[src/design/hbs_pkg.sv]
// shared types and constants for the heightmap bilinear sampler
package hbs_pkg;

  localparam int DEF_GRID_COLS = 256;
  localparam int DEF_GRID_ROWS = 256;

  localparam int HEIGHT_W   = 24;
  localparam int RES_W      = 16;
  localparam int LIM_W      = 9;
  localparam int IDX_W      = 8;
  localparam int CFG_IDX_W  = 2;
  localparam int CFG_DATA_W = 16;
  localparam int FRAC_W     = 16;
  localparam int MUL_W      = HEIGHT_W + RES_W + 1;
  localparam int COORD_W    = MUL_W - FRAC_W;
  localparam int WEIGHT_W   = FRAC_W + 1;
  localparam int DIFF_W     = HEIGHT_W + 1;
  localparam int ROWV_W     = HEIGHT_W + FRAC_W + 2;
  localparam int SUM_W      = HEIGHT_W + 2 * FRAC_W + 2;
  localparam int RESV_W     = SUM_W - 2 * FRAC_W;

  localparam logic FUNC_WRITE  = 1'b0;
  localparam logic FUNC_SAMPLE = 1'b1;

  localparam logic [CFG_IDX_W-1:0] CFG_RESOLUTION  = 2'd0;
  localparam logic [CFG_IDX_W-1:0] CFG_COLS_IN_USE = 2'd1;
  localparam logic [CFG_IDX_W-1:0] CFG_ROWS_IN_USE = 2'd2;

  localparam logic [RES_W-1:0] RESOLUTION_RESET = 16'd256;
  localparam logic [LIM_W-1:0] COLS_RESET       = 9'd256;
  localparam logic [LIM_W-1:0] ROWS_RESET       = 9'd256;

  localparam logic [WEIGHT_W-1:0] WEIGHT_ONE = 17'h10000;

  typedef logic signed [HEIGHT_W-1:0] height_t;

  localparam height_t OUTSIDE_HEIGHT = -24'sd256;
  localparam height_t H_MAX          = 24'sh7FFFFF;
  localparam height_t H_MIN          = 24'sh800000;

  localparam logic signed [SUM_W-1:0] ROUND_HALF = SUM_W'(64'd1 << (2 * FRAC_W - 1));

  typedef struct packed {
    logic             func;
    logic [IDX_W-1:0] row;
    logic [IDX_W-1:0] col;
    height_t          height;
    height_t          x_pos;
    height_t          y_pos;
  } hbs_req_t;

  typedef struct packed {
    height_t height_out;
    logic    corner_outside;
    logic    saturated;
  } hbs_rsp_t;

  typedef struct packed {
    logic signed [COORD_W-1:0] upper;
    logic [WEIGHT_W-1:0]       weight;
  } hbs_axis_t;

endpackage

[src/design/hbs_axis.sv]
// maps one world coordinate to upper grid corner and weight toward it
module hbs_axis (
  input  logic                       clk,
  input  logic                       en,
  input  hbs_pkg::height_t           pos,
  input  logic [hbs_pkg::RES_W-1:0]  resolution,
  output hbs_pkg::hbs_axis_t         axis
);
  import hbs_pkg::*;

  logic signed [MUL_W-1:0]   grid;
  logic signed [COORD_W-1:0] base;
  logic                      frac_zero;

  assign grid      = MUL_W'(pos * $signed({1'b0, resolution}));
  assign base      = grid[MUL_W-1:FRAC_W];
  assign frac_zero = (grid[FRAC_W-1:0] == '0);

  always_ff @(posedge clk) begin
    if (en) begin
      axis.upper  <= frac_zero ? base : base + COORD_W'(1);
      axis.weight <= frac_zero ? WEIGHT_ONE : {1'b0, grid[FRAC_W-1:0]};
    end
  end

endmodule

[config.mk]
export PLATFORM = sky130hd
export DESIGN_NAME = hbs_axis
export DESIGN_NICKNAME = d
export VERILOG_FILES = /design/src/design/hbs_pkg.sv /design/src/design/hbs_axis.sv
export SDC_FILE = /design/constraint.sdc
export NUM_CORES = 1
export LEC_CHECK = 0
export ABC_AREA = 1
export BUFFER_PORTS_ARGS = -buffer_cell sky130_fd_sc_hd__buf_2
export CAP_MARGIN = 20
export CORE_MARGIN = 2
export CORE_UTILIZATION = 51
export CTS_CLUSTER_DIAMETER = 60
export DETAILED_ROUTE_END_ITERATION = 6
export PLACE_DENSITY = 0.73
export SETUP_SLACK_MARGIN = 0.1
export SYNTH_ARGS = -nofsm -noshare
export SYNTH_HDL_FRONTEND = slang
export SYNTH_SLANG_ARGS = --single-unit
[constraint.sdc]
create_clock -name clk -period 12.35 [get_ports clk]
set_input_delay 3.0875 -clock clk [delete_from_list [all_inputs] [get_ports clk]]
set_output_delay 3.0875 -clock clk [all_outputs]
set_load 0.05 [all_outputs]
== After elaboration in Yosys (flattened, before gate mapping) ==
Cells that the tools add are included.

* Register bits after elaboration: 42
* Input port bits: 42
* Output and inout bits: 42
* Logic and storage cells: 8

* $add $sub $neg: 1
* $mul: 1
* Mux-type cells: 2
* Reduce and logical (&&, ||, !) cells: 1

{| class="wikitable"
|+ Operators by type and width
! operator !! number
|-
| multiplier 24 x 17 -> 41 bit || 1
|-
| adder 25 x 2 -> 25 bit, second input constant || 1
|-
| 2-to-1 mux 25 bit || 1
|-
| 2-to-1 mux 17 bit || 1
|-
| zero test 16 bit || 1
|}

== Logic depth before layout (Yosys ltp) ==
Gate-level depths: netlist of run 1.

* Word-level depth: 3
* Depth in mapped cells: 37
* Mapped depth without buffers: 35

== Worst setup path before layout of run 1 ==
OpenSTA, ideal clock, no wires.

* Path kind: input to register
* From: input port pos[13]
* To: register axis[39] (netlist name) (data pin)
* Library setup time: 0.249 ns
* Arrival: 8.753 ns
* Required time: 12.101 ns
* Slack: 3.348 ns
* Stages: 30
* Buffers on the path: 2
* Path through: clkbuf_1 -> clkbuf_1 -> nand2_1 -> fa_1 -> fa_1 -> inv_1 -> fa_1 -> inv_1 -> fa_1 -> fa_1 -> fa_1 -> inv_1 -> ha_1 -> nand2_1 -> inv_1 -> nand2_1 -> nand2_1 -> inv_1 -> nand2_2 -> xor2_2 -> ha_1 -> nand3_1 -> nor2_1 -> nand3_2 -> nor2_4 -> nand2_2 -> nor2_1 -> nand2_1 -> nand2_1 -> inv_1

* Word-level cells in the longest chain between the ends: 3
* Elaborated cells on any way between the ends: 4
* Classes of those cells: add/sub (1); mul (1); mux (1); reduce/logical (1)

{| class="wikitable"
|+ RTL lines
! element !! RTL line !! text
|-
| from (decl) || hbs_axis.sv:5 || <nowiki>input hbs_pkg::height_t pos,</nowiki>
|-
| multiplier 24 x 17 -> 41 bit * || hbs_axis.sv:15 || <nowiki>assign grid = MUL_W'(pos * $signed({1'b0, resolution}));</nowiki>
|-
| adder 25 x 2 -> 25 bit / zero test 16 bit (equally long branches) || hbs_axis.sv:21, hbs_axis.sv:17 ||
|-
| 2-to-1 mux 25 bit * || hbs_axis.sv:21 || <nowiki>axis.upper <= frac_zero ? base : base + COORD_W'(1);</nowiki>
|-
| to (decl) || hbs_axis.sv:7 || <nowiki>output hbs_pkg::hbs_axis_t axis</nowiki>
|}

Every way passes the cells marked *; elsewhere a longest branch is shown, timed or not.
A chain may end at the register's enable or synchronous reset.

== Worst setup path after layout of run 1 ==
* From: input port resolution[2] (netlist name)
* To: register axis[39] (netlist name) (data pin)

* Word-level cells in the longest chain between the ends: 3
* Elaborated cells on any way between the ends: 4
* Classes of those cells: add/sub (1); mul (1); mux (1); reduce/logical (1)

{| class="wikitable"
|+ RTL lines
! element !! RTL line !! text
|-
| from (decl) || hbs_axis.sv:6 || <nowiki>input logic [hbs_pkg::RES_W-1:0] resolution,</nowiki>
|-
| multiplier 24 x 17 -> 41 bit * || hbs_axis.sv:15 ||
|-
| adder 25 x 2 -> 25 bit / zero test 16 bit (equally long branches) || hbs_axis.sv:21, hbs_axis.sv:17 ||
|-
| 2-to-1 mux 25 bit * || hbs_axis.sv:21 ||
|}

Marked as above.

==> reports/results.txt, run 1 <==
status -> finished clean
pin count of the biggest net entering global routing -> 43
clock tree buffer depth -> 2
top-area cell type share of the netlist area -> 0.4290
max-cap check violation count -> 0
main flop type after synthesis -> edfxtp_1
# H-tree levels -> 2
Synth Warn # -> 0
leading post-synthesis cells by cell area -> fa_1, inv_1, nand2_1
clock-pin slew of the registers on the worst-case setup and hold paths -> 0.06 ns
fraction of registers with async set/reset -> 0
setup violators final -> 0
Finished Core Util -> 0.5365
share of layout cells above drive strength 1 -> 0.05598
path type of the worst setup path -> input port to flop
cell taking the most area after synthesis -> fa_1
Core Region -> 0.03429 mm²
hold-fix buffers at CTS -> 0
FF/Latch Area -> 0.001261 mm²
CP Launch Type -> input port
post-CTS setup buffer count -> 0
Rows -> 68
total wire length -> 42890 µm
fin crit period -> 9.584 ns
die width -> 189.7 µm
hpwl dp -> 36490 µm
Die Y -> 189.7 µm
IO Pins -> 84
initial antenna violation count -> 3
CTS tree -> built
PostCTS Resize Cnt -> 0
max reg flops -> 42
Avg Inst Size Synth -> 7.420 µm²
hold depth -> 3
Clock Tree Root -> clkbuf_16
Final Hold Fails -> 0
DRC violation count after routing -> 0
1st-iter DRT viols -> 805
starting density of the core -> 0.5131
Yosys cell types -> 37
period utilization -> 0.7760
Slew HR -> 0.3758
Area Growth Syn to Fin -> 4.566%
biggest regs -> axis: 42 flops
vias -> 14000
DR vias/cell -> 4.943
Overall Global Routing Usage -> 0.2541
vias in the first global route -> 15120
crit path max fanout -> 24
Post-Syn Instances -> 2371
Fmax -> 104.3 MHz
syn nets -> 2892
FILL cells -> 3324
# nets final -> 2898
max-slew violation count -> 0
GRT overflow -> 0
# port buffers -> 83
Worst-Margin Slew -> 0.9364 ns
drt pass-1 iters -> 6
clk sink count -> 42
area taken by multi-input logic gates -> 0.01313 mm²
Reg with most FFs -> axis
Worst Path Required -> 12.40 ns
Routed Antenna Nets -> 0
WL/cell -> 15.14 µm
Die ar. -> 0.03600 mm²
gp weighted congestion -> 0.9193
global-route wire length before repair -> 72910 µm
TritonCTS Buffers -> 5
hold crit path type -> input port to flop
mapped cell area -> 0.01759 mm²
RSZ-0062 raised after global routing -> no
part of the Yosys area used for sequential elements -> 0.07169
Post-synth EDFFs -> 42
Crit path arrival time -> 9.63 ns
Worst Setup End Kind -> flop
Yosys reg bits -> 42
total negative slack -> 0 ns
==> layout by cell type, fill, tap and decap left out, drive strengths merged, types with 3 or more instances in the layout <==
master / synthesis / layout
inv: 767 / 767
nand2: 724 / 724
fa: 377 / 377
ha: 102 / 102
nor2: 91 / 91
buf: 0 / 83
nand3: 65 / 65
edfxtp: 42 / 42
nand4: 24 / 24
a21oi: 23 / 23
xor2: 18 / 18
xnor2: 10 / 10
o21ai: 10 / 10
nand3b: 9 / 9
nor3: 7 / 7
nor4: 5 / 5
clkbuf: 84 / 5
clkinv: 2 / 3
==> cells in the mapped netlist (2+ instances only) <==
| cell type | number |
|---|---|
| nor2_2 | 16 |
| o21ai_0 | 9 |
| inv_2 | 5 |
| nand2_1 | 712 |
| inv_1 | 762 |
| nand4_1 | 23 |
| clkbuf_1 | 84 |
| xnor2_1 | 10 |
| clkinv_1 | 2 |
| nor2_1 | 72 |
| nand3b_1 | 8 |
| nor2_4 | 3 |
| nor4_1 | 5 |
| edfxtp_1 | 42 |
| nand3_1 | 63 |
| nand2_2 | 12 |
| ha_1 | 102 |
| or2_2 | 2 |
| and3_1 | 2 |
| xor2_1 | 17 |
| fa_1 | 377 |
| o21bai_1 | 2 |
| a21oi_1 | 22 |
| nor3_1 | 6 |
==> routing by layer <==
layer	vias to the layer above	wire (µm)	track usage
li1	6626	-	-
met1	6897	17200	0.3155
met2	392	22100	0.4668
met3	88	2171	0.02841
met4	0	1407	0.07364
met5	-	0	0
==> cell families after synthesis <==
logic type | after synthesis | share of synthesized area
simple gates | 930 | 0.2179
buf+inv | 853 | 0.1820
fa+ha+maj | 479 | 0.5015
flops | 42 | 0.07169
compound gates | 39 | 0.01252
xor+xnor | 28 | 0.01437
==> layout make-up <==
| cell class | instances | area share |
|---|---|---|
| Antenna cell | 2 | 0.0002721 |
| Clock buffer | 5 | 0.006801 |
| Clock inverter | 1 | 0.0002040 |
| Inverter | 769 | 0.1569 |
| Multi-Input combinational cell | 1476 | 0.7137 |
| Sequential cell | 42 | 0.06856 |
| Tap cell | 455 | 0.03095 |
| Timing Repair Buffer | 83 | 0.02258 |
==> worst max-delay path, stage by stage <==
cell,delay [ns]
buf_2,0.41
nand2_1,0.24
fa_1,0.82
fa_1,0.46
inv_1,0.33
fa_1,0.52
fa_1,0.50
fa_1,0.49
inv_1,0.05
fa_1,0.48
inv_1,0.04
ha_1,0.36
nand2_1,0.12
nor2_1,0.21
nand2_1,0.11
nor2_1,0.15
nand3_1,0.17
nand3_1,0.13
nand2_1,0.06
nand2_1,0.23
nand2_1,0.12
nor2_1,0.18
nand2_1,0.09
nor2_1,0.10
nand2_1,0.05
nand2_1,0.07
inv_1,0.04
==> per-stage QoR <==
stage	std cells	setup slack (ns)	hold WS, ns	area [µm²]
2_1_floorplan	2371	3.348	3.200	17590
3_3_place_gp	2825	2.579	3.626	18260
3_5_place_dp	2825	2.428	3.627	18260
4_1_cts	2831	2.723	3.382	18390
5_1_grt	2833	2.189	3.421	18400
6_report	2833	2.766	3.393	18400
==> worst paths after layout <==
check                      from  endpoint
hold / removal           pos[0]   axis[0]
setup / recovery  resolution[2]  axis[39]
Power of run 1 is left out: the tool's default activity adds up to more than one toggle a clock period on the data nets, which glitch-free logic cannot reach.
==> run 2: changes to the inputs <==
Settings changed: ABC_AREA 1 to 0, PLACE_DENSITY 0.73 to 0.76.
Clock period 12.35 ns to 7.7 ns, I/O delays scaled along.
==> reports/results.txt, run 2 <==
setup violators final -> 18 (+18)
share of layout cells above drive strength 1 -> 0.2981 (+0.2422)
Slew HR -> 0.3690 (-0.006755)
Final Hold Fails -> 0 (unchanged)
die width -> 183.3 µm (-3.4%)
top-area cell type share of the netlist area -> 0.4601 (+0.03108)
cell taking the most area after synthesis -> fa_1
Worst-Margin Slew -> 0.9465 ns (+0.01013 ns)
most frequent cells after synthesis -> inv_1, fa_1, nand2_1
# nets final -> 2670 (-7.9%)
FILL cells -> 2350 (-29%)
leading cell types in the layout, fill and taps excluded -> inv_1, fa_1, buf_4
DR vias/cell -> 5.223 (+5.7%)
Post-Syn Instances -> 1791 (-24%)
path type of the worst setup path -> input port to flop
max-cap check violation count -> 0 (unchanged)
most common cell in the netlist -> inv_1
hold crit path type -> input port to flop
CP Launch Type -> input port
syn nets -> 2312 (-20%)
vias in the first global route -> 15120 (+0.026%)
fraction of registers with async set/reset -> 0 (unchanged)
mapped cell area -> 0.01640 mm² (-6.8%)
IO Pins -> 84 (unchanged)
Die ar. -> 0.03362 mm² (-6.6%)
initial antenna violation count -> 0 (-3)
Setup WS post-layout -> -0.4324 ns (-3.199 ns)
Die Y -> 183.3 µm (-3.4%)
Worst Path Required -> 7.73 ns (-4.67 ns)
area taken by multi-input logic gates -> 0.01416 mm² (+7.8%)
Area Growth Syn to Fin -> 29.08%
TritonCTS Buffers -> 5 (unchanged)
Rows -> 65 (-4.4%)
GRT overflow -> 0 (unchanged)
main flop type after synthesis -> edfxtp_1
Crit path arrival time -> 8.16 ns (-1.47 ns)
pin count of the biggest net entering global routing -> 43 (unchanged)
hold path startpoint -> resolution[0]
# port buffers -> 83 (unchanged)
vias -> 13330 (-4.8%)
starting density of the core -> 0.5185 (+0.005428)
crit path max fanout -> 7 (-71%)
total wire length -> 42400 µm (-1.1%)
FF/Latch Area -> 0.001261 mm² (unchanged)
biggest regs -> axis: 42 flops
hold depth -> 3 (unchanged)
Overall Global Routing Usage -> 0.2650 (+0.01087)
RSZ-0062 raised after global routing -> yes
Worst Setup End Kind -> flop
gp weighted congestion -> 0.9324 (+1.4%)
Finished Core Util -> 0.6693 (+0.1328)
Fmax -> 123.0 MHz
Yosys cell types -> 81 (+120%)
fin crit period -> 8.132 ns
status -> finished, violations left
WL/cell -> 16.61 µm (+9.8%)
n_diodes -> 0 (-2)
hold-fix buffers at CTS -> 0 (unchanged)
Synth Warn # -> 0 (unchanged)
CTS tree -> built
DRC violation count after routing -> 0 (unchanged)
clk sink count -> 42 (unchanged)
commonest non-fill, non-tap cell in the layout -> inv_1
leading post-synthesis cells by cell area -> fa_1, inv_1, ha_1
1st-iter DRT viols -> 531 (-34%)
Reg with most FFs -> axis
Routed Antenna Nets -> 0 (unchanged)
Post-synth EDFFs -> 42 (unchanged)
hpwl dp -> 35410 µm (-3.0%)
global-route wire length before repair -> 70940 µm (-2.7%)
Avg Inst Size Synth -> 9.159 µm² (+23%)
Core Region -> 0.03164 mm² (-7.7%)
drt pass-1 iters -> 5 (-1)
failing checks -> negative setup slack
Yosys reg bits -> 42 (unchanged)
part of the Yosys area used for sequential elements -> 0.07688 (+0.005194)
Clock Tree Root -> clkbuf_16
max reg flops -> 42 (unchanged)
crit path from -> pos[11]
clock tree buffer depth -> 2 (unchanged)
period utilization -> 1.056
# H-tree levels -> 2 (unchanged)
max-slew violation count -> 0 (unchanged)
clock-pin slew of the registers on the worst-case setup and hold paths -> 0.06 ns (about the same)
run 2: changes by cell type after synthesis, sizes merged, moves of 8 or more:
cell,previous run,this run
o21ai,10,28
a211oi,0,10
clkbuf,84,63
nand4,24,11
nand2,724,277
a21oi,23,41
xnor2,10,43
o211ai,0,11
and2,1,155
buf,0,11
inv,767,447
a21o,0,8
nor2,91,41
nand3,65,6
run 2: cell type report:
| cell class | count | area share |
|---|---|---|
| flip-flops and latches | 42 | 0.05956 |
| inverters | 447 | 0.07924 |
| clock inverters | 2 | 0.001773 |
| clock buffers | 6 | 0.006086 |
| repair buffers | 425 | 0.1610 |
| well taps | 402 | 0.02375 |
| multi-input cells | 1228 | 0.6686 |
run 2: cell families (layout without fill, tap and decap cells):
logic type,Yosys count,count (layout),share of synthesized area
flops,42,42,0.07688
fa+ha+maj,479,479,0.5379
compound gates,138,138,0.06262
buf+inv,521,880,0.1214
xor+xnor,60,60,0.03341
simple gates,548,548,0.1659
mux,3,3,0.001907
run 2: final timing paths:
path	slack, ns	end
setup / recovery	-0.43	axis[41]
hold / removal	2.34	axis[0]
run 2: critical path, stage by stage:
cell and delay, ns:
buf_12 0.12, and2_4 0.15, fa_1 0.52, inv_1 0.05
fa_1 0.49, fa_1 0.51, inv_1 0.06, fa_1 0.51
fa_1 0.51, inv_1 0.05, fa_1 0.49, inv_2 0.05
ha_4 0.30, buf_6 0.10, nand2_4 0.06, o211ai_1 0.28
buf_4 0.18, o2111ai_2 0.11, o211ai_1 0.35, or3b_4 0.20
nand3_2 0.08, or3_4 0.42, nor4_4 0.35, nand3_2 0.12
xnor2_1 0.14
run 2: routing by layer:
layer | GRT usage | part of all wire | vias up | wire [µm]
li1 | - | - | 6037 | -
met1 | 0.2976 | 0.36 | 6799 | 15330
met2 | 0.5103 | 0.55 | 368 | 23270
met3 | 0.02303 | 0.039 | 125 | 1635
met4 | 0.1149 | 0.051 | 0 | 2169
met5 | 0 | 0 | - | 0
run 2: through the flow:
step           TNS (ns)  hold slack (ns)  setup slack [ns]  std cells  area, µm²
3_3_place_gp     -16.63            2.467           -0.9159       2506      19470
4_1_cts          -4.281            2.334           -0.4009       2545      20910
5_1_grt          -8.759            2.354           -0.5984       2552      21180
3_5_place_dp     -18.28            2.464            -1.001       2506      19470
6_report         -4.479            2.343           -0.4324       2552      21180
2_1_floorplan    -2.249            2.038           -0.3681       1791      16730
run 2: what timing repair did:
item,4_1_cts,5_1_grt
pin swaps,112,53
buffers inserted,26,8
setup endpoints to repair,25,25
cloned,5,0
resized for setup,231,47
Power of run 2 is left out for the same reason.
==> run 3: changes to the inputs <==
Settings changed: CAP_MARGIN 20 to 10, PLACE_DENSITY 0.76 to 0.73, RECOVER_POWER set to 25.
Clock period 7.7 ns to 7.5 ns, I/O delays scaled along.
==> reports/results.txt, run 3 (synthesis gave the netlist of run 2 again) <==
vias -> 13340 (+0.068%)
path type of the worst setup path -> input port to flop
Core Region -> 0.03164 mm² (unchanged)
DR vias/cell -> 5.222 (about the same)
hpwl dp -> 35760 µm (+1.0%)
Rows -> 65 (unchanged)
initial antenna violation count -> 2 (+2)
Buffers & Inverters on Critical Path -> 3 (-4)
cell family with most CP delay -> adder cells
1st-iter DRT viols -> 559 (+5.3%)
CTS tree -> built
fin crit period -> 8.063 ns
drt pass-1 iters -> 5 (unchanged)
die width -> 183.3 µm (unchanged)
clock tree buffer depth -> 2 (unchanged)
GRT overflow -> 0 (unchanged)
# nets final -> 2671 (+0.037%)
crit-path max cell delay -> 0.63 ns (+0.11 ns)
biggest regs -> axis: 42 flops
period utilization -> 1.075
pin count of the biggest net entering global routing -> 43 (unchanged)
vias in the first global route -> 15240 (+0.75%)
clock-pin slew of the registers on the worst-case setup and hold paths -> 0.06 ns (about the same)
total negative slack -> -9.166 ns (-4.687 ns)
# port buffers -> 83 (unchanged)
starting density of the core -> 0.5185 (unchanged)
TritonCTS Buffers -> 5 (unchanged)
Reg with most FFs -> axis
share of layout cells above drive strength 1 -> 0.2985 (+0.0003263)
Fmax -> 124.0 MHz
Worst-Margin Slew -> 2.149 ns (+1.202 ns)
status -> finished, violations left
Die ar. -> 0.03362 mm² (unchanged)
max-slew violation count -> 43 (+43)
DRC violation count after routing -> 0 (unchanged)
Slew HR -> -0.4324 (-0.8014)
IO Pins -> 84 (unchanged)
leading cell types in the layout, fill and taps excluded -> inv_1, fa_1, buf_4
Setup WS post-layout -> -0.5634 ns (-0.1311 ns)
# H-tree levels -> 2 (unchanged)
Area Growth Syn to Fin -> 28.71%
CP Launch Type -> input port
Final Hold Fails -> 0 (unchanged)
hold_ws -> 2.249 ns (-0.09404 ns)
slowest CP cell -> fa_2
Worst Path Required -> 7.53 ns (-0.20 ns)
Routed Antenna Nets -> 0 (unchanged)
crit-path cells -> buf_12 -> buf_8 -> nand2_2 -> fa_1 -> fa_2 -> fa_1 -> fa_2 -> fa_2 -> fa_1 -> inv_2 -> ha_4 -> a21oi_4 -> o21ai_2 -> a21o_2 -> a21oi_4 -> xnor2_2 -> ha_2 -> a21boi_4 -> nor4bb_4 -> or4b_4 -> nor4_4 -> nand2_1 -> xor2_1
total wire length -> 42890 µm (+1.2%)
global-route wire length before repair -> 72600 µm (+2.3%)
hold-fix buffers at CTS -> 0 (unchanged)
Overall Global Routing Usage -> 0.2716 (+0.006659)
Clock Tree Root -> clkbuf_16
setup violators final -> 25 (+7)
Crit path arrival time -> 8.10 ns (-0.06 ns)
RSZ-0062 raised after global routing -> yes
Die Y -> 183.3 µm (unchanged)
Worst Setup End Kind -> flop
max-cap check violation count -> 1 (+1)
WL/cell -> 16.79 µm (+1.1%)
gp weighted congestion -> 0.9455 (+1.4%)
commonest non-fill, non-tap cell in the layout -> inv_1
failing checks -> max-capacitance violations, max-slew violations, negative setup slack
clk sink count -> 42 (unchanged)
hold crit path type -> input port to flop
max reg flops -> 42 (unchanged)
crit path max fanout -> 6 (-1)
-- run 3: layout make-up --
type	instances	area, µm²
Multi-Input combinational cell	1228	14130
Antenna cell	1	2.502
Sequential cell	42	1261
Timing Repair Buffer	426	3374
Clock inverter	2	37.54
Tap cell	402	503.0
Inverter	447	1678
Fill cell	2429	10520
Clock buffer	6	128.9
-- run 3: per-stage QoR --
step                cells  cell area, µm²    util  setup WS, ns
floorplan            1791           16740       -       -0.5181
global placement     2491           19340  0.6113        -1.048
detailed placement   2491           19340  0.6113        -1.127
CTS                  2536           20650  0.6528       -0.4768
global route         2554           21110  0.6674       -0.7680
finish               2554           21110  0.6674       -0.5634
-- run 3: path summary, 6_finish.rpt --
| check | start | endpoint | slack [ns] | cells after the start |
|---|---|---|---|---|
| setup / recovery | resolution[5] | axis[39] | -0.56 | 23 |
| hold / removal | pos[0] | axis[0] | 2.25 | 3 |
-- run 3: repair_timing --
action,4_1_cts,5_1_grt
pin swaps,85,63
endpoints found under the setup margin,25,25
resized for setup,195,78
gates cloned,5,1
buffers inserted,32,16
-- run 3: metal layers --
layer  up-vias  share of wire  GRT usage
met5         -              0          0
met3       130          0.045    0.03177
met1      6760           0.37     0.3111
li1       6036              -          -
met2       412           0.53     0.5129
met4         0          0.051     0.1117
-- run 3: tightest hold or removal path, cell delays in order --
cell    delay (ns)
buf_2         0.16
buf_4         0.20
and2_1        0.17
Power of run 3 is left out for the same reason.
